`config.mk`:
```
export PLATFORM = sky130hd
export DESIGN_NAME = cto_cell
export DESIGN_NICKNAME = d
export VERILOG_FILES = /design/src/design/cto_pkg.sv /design/src/design/cto_cell.sv
export SDC_FILE = /design/constraint.sdc
export NUM_CORES = 1
export LEC_CHECK = 0
export ABC_AREA = 1
export BUFFER_PORTS_ARGS = -buffer_cell sky130_fd_sc_hd__buf_2
export CAP_MARGIN = 20
export CORE_AREA = 2 2 132 134
export DETAILED_ROUTE_END_ITERATION = 8
export DIE_AREA = 0 0 134 136
export GPL_TIMING_DRIVEN = 0
export HOLD_SLACK_MARGIN = 0.1
export PLACE_DENSITY = 0.75
export SETUP_SLACK_MARGIN = 0.5
export SKIP_LAST_GASP = 1
export SLEW_MARGIN = 20
export SYNTH_ARGS = -nofsm -noshare
export SYNTH_HDL_FRONTEND = slang
export SYNTH_SLANG_ARGS = --single-unit
```
`constraint.sdc`:
```
create_clock -name aclk -period 12.3 [get_ports aclk]
set_input_delay 3.075 -clock aclk [delete_from_list [all_inputs] [get_ports aclk]]
set_output_delay 3.075 -clock aclk [all_outputs]
set_load 0.01 [all_outputs]
```
`src/design/cto_pkg.sv`:
```
// Package for the connection timeout queue: field widths, codes, cell
// command and view types, and the controller state type.
// No dependencies.
`default_nettype none

package cto_pkg;

    localparam int CAPACITY_DEF = 32;

    localparam int KIND_W    = 2;
    localparam int STATUS_W  = 3;
    localparam int CONN_W    = 16;
    localparam int SEQ_W     = 32;
    localparam int TIME_W    = 32;
    localparam int WAIT_W    = 16;
    localparam int CNT_W     = 6;
    localparam int S_TDATA_W = 80;
    localparam int M_TDATA_W = 64;
    localparam int M_PAD_W   = M_TDATA_W - (CONN_W + SEQ_W + 2 * CNT_W);

    localparam int CFG_INDEX_W = 1;
    localparam int CFG_DATA_W  = 16;

    localparam logic [CFG_INDEX_W-1:0] REG_WAIT_TIME = 1'd0;
    localparam logic [CFG_INDEX_W-1:0] REG_KICK      = 1'd1;

    localparam logic [WAIT_W-1:0] WAIT_RESET = 16'd20;
    localparam logic              KICK_RESET = 1'b1;

    localparam logic [KIND_W-1:0] KIND_ADD    = 2'd0;
    localparam logic [KIND_W-1:0] KIND_DELETE = 2'd1;
    localparam logic [KIND_W-1:0] KIND_TICK   = 2'd2;

    localparam logic [STATUS_W-1:0] STATUS_ADDED   = 3'd0;
    localparam logic [STATUS_W-1:0] STATUS_FULL    = 3'd1;
    localparam logic [STATUS_W-1:0] STATUS_DELETED = 3'd2;
    localparam logic [STATUS_W-1:0] STATUS_EXPIRED = 3'd3;
    localparam logic [STATUS_W-1:0] STATUS_NONE    = 3'd4;

    // operation broadcast to every cell of the chain
    typedef enum logic [2:0] {
        OP_HOLD,
        OP_INSERT,
        OP_SHIFT,
        OP_MARK_DEL,
        OP_MARK_DUE,
        OP_SWAP
    } cell_op_t;

    typedef struct packed {
        cell_op_t          op;
        logic              phase;
        logic [TIME_W-1:0] key;
        logic [CONN_W-1:0] conn;
        logic [SEQ_W-1:0]  seq;
    } cell_cmd_t;

    // what a cell shows its neighbors and the controller
    typedef struct packed {
        logic              valid;
        logic              due;
        logic              ins;
        logic              hit;
        logic [TIME_W-1:0] expiry;
        logic [CONN_W-1:0] conn;
        logic [SEQ_W-1:0]  seq;
    } cell_view_t;

    typedef enum logic [2:0] {
        ST_IDLE,
        ST_EXEC,
        ST_POP,
        ST_REARM,
        ST_COMPACT
    } state_t;

endpackage

`default_nettype wire

```
`src/design/cto_cell.sv`:
```
// One slot of the sorted deadline chain: holds one entry and trades it with
// its left and right neighbors on the broadcast command. Uses cto_pkg.
`default_nettype none

module cto_cell (
    input  wire logic                aclk,
    input  wire logic                aresetn,
    input  wire cto_pkg::cell_cmd_t  cmd,
    input  wire logic                odd,
    input  wire cto_pkg::cell_view_t left,
    input  wire cto_pkg::cell_view_t right,
    output cto_pkg::cell_view_t      view
);

    logic                       valid_reg, valid_next;
    logic                       due_reg, due_next;
    logic [cto_pkg::TIME_W-1:0] exp_reg, exp_next;
    logic [cto_pkg::CONN_W-1:0] conn_reg, conn_next;
    logic [cto_pkg::SEQ_W-1:0]  seq_reg, seq_next;
    logic                       ins;
    logic                       lower;

    // insert point: first free slot or first live entry later than the key
    assign ins   = !valid_reg || (!due_reg && (exp_reg > cmd.key));
    assign lower = (odd == cmd.phase);

    assign view.valid  = valid_reg;
    assign view.due    = due_reg;
    assign view.ins    = ins;
    assign view.hit    = valid_reg && (conn_reg == cmd.conn);
    assign view.expiry = exp_reg;
    assign view.conn   = conn_reg;
    assign view.seq    = seq_reg;

    always_comb begin
        valid_next = valid_reg;
        due_next   = due_reg;
        exp_next   = exp_reg;
        conn_next  = conn_reg;
        seq_next   = seq_reg;
        case (cmd.op)
            cto_pkg::OP_INSERT: begin
                if (left.ins) begin
                    valid_next = left.valid;
                    due_next   = left.due;
                    exp_next   = left.expiry;
                    conn_next  = left.conn;
                    seq_next   = left.seq;
                end else if (ins) begin
                    valid_next = 1'b1;
                    due_next   = 1'b0;
                    exp_next   = cmd.key;
                    conn_next  = cmd.conn;
                    seq_next   = cmd.seq;
                end
            end
            cto_pkg::OP_SHIFT: begin
                valid_next = right.valid;
                due_next   = right.due;
                exp_next   = right.expiry;
                conn_next  = right.conn;
                seq_next   = right.seq;
            end
            cto_pkg::OP_MARK_DEL: begin
                if (view.hit) begin
                    valid_next = 1'b0;
                end
            end
            cto_pkg::OP_MARK_DUE: begin
                due_next = valid_reg && (exp_reg <= cmd.key);
            end
            cto_pkg::OP_SWAP: begin
                // odd-even transposition: holes drift right, live words keep order
                if (lower) begin
                    if (!valid_reg && right.valid) begin
                        valid_next = 1'b1;
                        due_next   = right.due;
                        exp_next   = right.expiry;
                        conn_next  = right.conn;
                        seq_next   = right.seq;
                    end
                end else begin
                    if (!left.valid && valid_reg) begin
                        valid_next = 1'b0;
                        due_next   = 1'b0;
                    end
                end
            end
            default: begin
            end
        endcase
    end

    always_ff @(posedge aclk) begin
        if (!aresetn) begin
            valid_reg <= 1'b0;
            due_reg   <= 1'b0;
        end else begin
            valid_reg <= valid_next;
            due_reg   <= due_next;
        end
        exp_reg  <= exp_next;
        conn_reg <= conn_next;
        seq_reg  <= seq_next;
    end

endmodule

`default_nettype wire

```
==> results.py <==
metrics = {
    "run_status": {
        "status": "finished, final reports clean",
    },
    "setup_path": {
        "cp.arrival_ps": 4610,
        "cp-end-kind": "output port",
        "required_ps": 9220,
        "crit_fanout": 2,
        "startpoint_type": "input port",
        "worst-setup-path-type": "in -> out",
    },
    "logic_synthesis": {
        "synth-edff-count": 80,
        "netlist_area_um2": 5498,
        "synth_common_cells": "nand2_1, nor2_1, a31oi_1, edfxtp_1, inv_1",
        "synth_mux_area_frac": 0,
        "synth_flop_cell": "edfxtp_1",
        "yosys.area.top_type": "edfxtp_1",
        "synthMostInstantiatedCell": "nand2_1",
        "synth-adder-area-share": 0.07283,
        "ys_ff_latch": 82,
        "syn_avg_cell_area_um2": 7.809,
        "synth_top_cell_area_share": 0.4370,
        "synth_xor_xnor_area_share": 0.007965,
        "synthCells": 704,
        "yosys_warnings": 0,
        "synth-simple-area-share": 0.2790,
        "async_flop_share": 0,
        "ys_seq_area_frac": 0.4442,
        "synth_nets": 991,
        "synth_area_leaders": "edfxtp_1, nand2_1, a31oi_1",
        "synth_top_family_by_area": "simple AND/OR/NAND/NOR gates",
        "synth_compound_area_frac": 0.1197,
        "ys_types": 35,
    },
    "sta": {
        "fmax_ghz": 0.1302,
        "tightest_slew_ps": 848.7,
        "fin_worst_skew_ps": 10.81,
        "fin_crit_sh": 0.6244,
        "fin_crit_ps": 7680,
        "setup_viol": 0,
        "rsz0062_at_grt": "no",
        "final_hold_viol_count": 0,
        "slew_headroom": 0.4342,
        "setup_tns_ps": 0,
        "maxSlewViolCount": 0,
    },
    "cells_and_area": {
        "post-route-util": 0.4609,
        "drive_gt1_frac": 0.3712,
        "layout.nets": 1338,
        "area_growth_syn_to_layout_pct": 41.49,
    },
    "detailed_routing": {
        "wl_per_cell_um": 15.97,
        "drc": 0,
        "dr_total_vias": 6298,
        "wl_um": 20490,
        "drtIter0Drc": 301,
        "drtAntennaViolNets": 0,
        "first_pass_iters": 5,
        "drt-vias-per-instance": 4.909,
    },
    "power_and_ir_drop": {
        "netSwitchingFraction": 0.2962,
        "p_leak_uw": 0.003876,
        "p_sw_uw": 246.0,
        "powerDensity_nw_per_um2": 106.8,
        "p_int_uw": 584.6,
        "p_seq_frac": 0.421,
        "irDropWorstVdd_v": 0.00005302,
        "comb_power_share": 0.255,
        "p_clk_frac": 0.324,
    },
    "clocking": {
        "cts_resized": 0,
        "numCtsBuffers": 9,
        "clk_latency_ps": 340,
        "cts_max_level": 3,
        "clk_root_buffer_cell": "clkbuf_16",
        "postCtsHoldBufs": 0,
        "cts_tree": "done",
        "clk_pin_slew_ps": 60,
        "cts_setup_buffers": 0,
        "cts_buffer_depth": 2,
        "cts_sinks": 82,
    },
    "run": {
        "drv_cap": 0,
    },
    "min_path": {
        "hp-class": "reg -> reg",
    },
    "placement": {
        "gp_congestion": 0.8837,
        "dp_hpwl_um": 16230,
        "port_buffers": 335,
    },
    "global_routing": {
        "antenna_found_initial": 1,
        "grt_overflow": 0,
        "track_usage": 0.2156,
        "grt_pass1_wl_um": 30170,
        "grt_max_degree": 45,
        "grt_pass1_vias": 6046,
    },
    "die": {
        "rows": 48,
        "core_um2": 16880,
        "start_util": 0.3258,
        "die_h_um": 136,
        "pin_count": 339,
        "die_x_um": 134,
        "dieArea_um2": 18220,
    },
}
critical path: stages:
cell and delay, ps:
buf_2 90, inv_1 40, ha_1 290, a21oi_1 180, o21a_1 130, nand2_1 70, a21oi_1 210, nand2_2 110
nand3_2 90, nand2_1 50, buf_4 130, buf_2 140
final timing paths:
path / end / cells past startpoint / slack (ps) / start
hold reg to reg: due_reg / 4 / 580 / due_reg
setup / recovery: view[81] / 12 / 4620 / cmd[77]
setup reg to reg: exp_reg[4] / 14 / 9570 / exp_reg[7]
hold / removal: due_reg / 4 / 580 / due_reg
power groups by stage:
stage               Sequential (µW)  Combinational, µW  Clock, µW
finish                          350                212        269
global route                    352                236        285
detailed placement              355                212          0
CTS                             350                212        277
global placement                357                206          0
floorplan                       367               98.6          0
cells in the final DEF, fill, tap and decap left out, types with 4 or more instances in the layout:
master	instances
clkbuf_16	9
nor3_1	4
nand2_1	220
ha_1	32
inv_2	9
nor2_1	102
o21ai_0	4
a31oi_1	80
a21oi_1	16
or2_2	6
nand3_1	13
nand4_1	10
buf_2	346
edfxtp_1	80
inv_1	57
clkbuf_1	25
xnor2_1	4
final cells by class:
class	count	area (µm²)
Tap cell	225	281.5
Clock buffer	11	232.7
Buffer	37	163.9
Timing Repair Buffer	336	1704
Antenna cell	2	5.005
Clock inverter	5	55.05
Inverter	68	257.7
Multi-Input combinational cell	517	2636
Sequential cell	82	2442
Fill cell	1708	9097
per-stage QoR:
step	setup WS [ps]	instances	cell area [µm²]	power [µW]	hold WS, ps
floorplan	5065	704	5498	465.2	527.0
global placement	4640	1264	7456	562.3	560.8
detailed placement	4630	1265	7486	566.9	566.9
CTS	4624	1281	7774	838.5	577.9
global route	4493	1281	7774	872.0	643.6
finish	4620	1283	7779	830.7	577.4
cells by family (layout without fill, tap and decap cells):
group	count (synthesis)	count (layout)
compound gates	108	108
xor+xnor	5	5
flops	82	82
fa+ha+maj	32	32
simple gates	372	372
buf+inv	105	457
other cells	0	2
per-layer routing:
metal / up-vias / GRT usage / wire [µm] / share of wire
met3: 40 / 0.04586 / 1611 / 0.079
met4: 0 / 0.09220 / 626 / 0.031
met1: 2864 / 0.2561 / 8345 / 0.41
met5: - / 0 / 0 / 0
li1: 3079 / - / - / -
met2: 315 / 0.3775 / 9903 / 0.48
(Power assumes the default switching activity.)
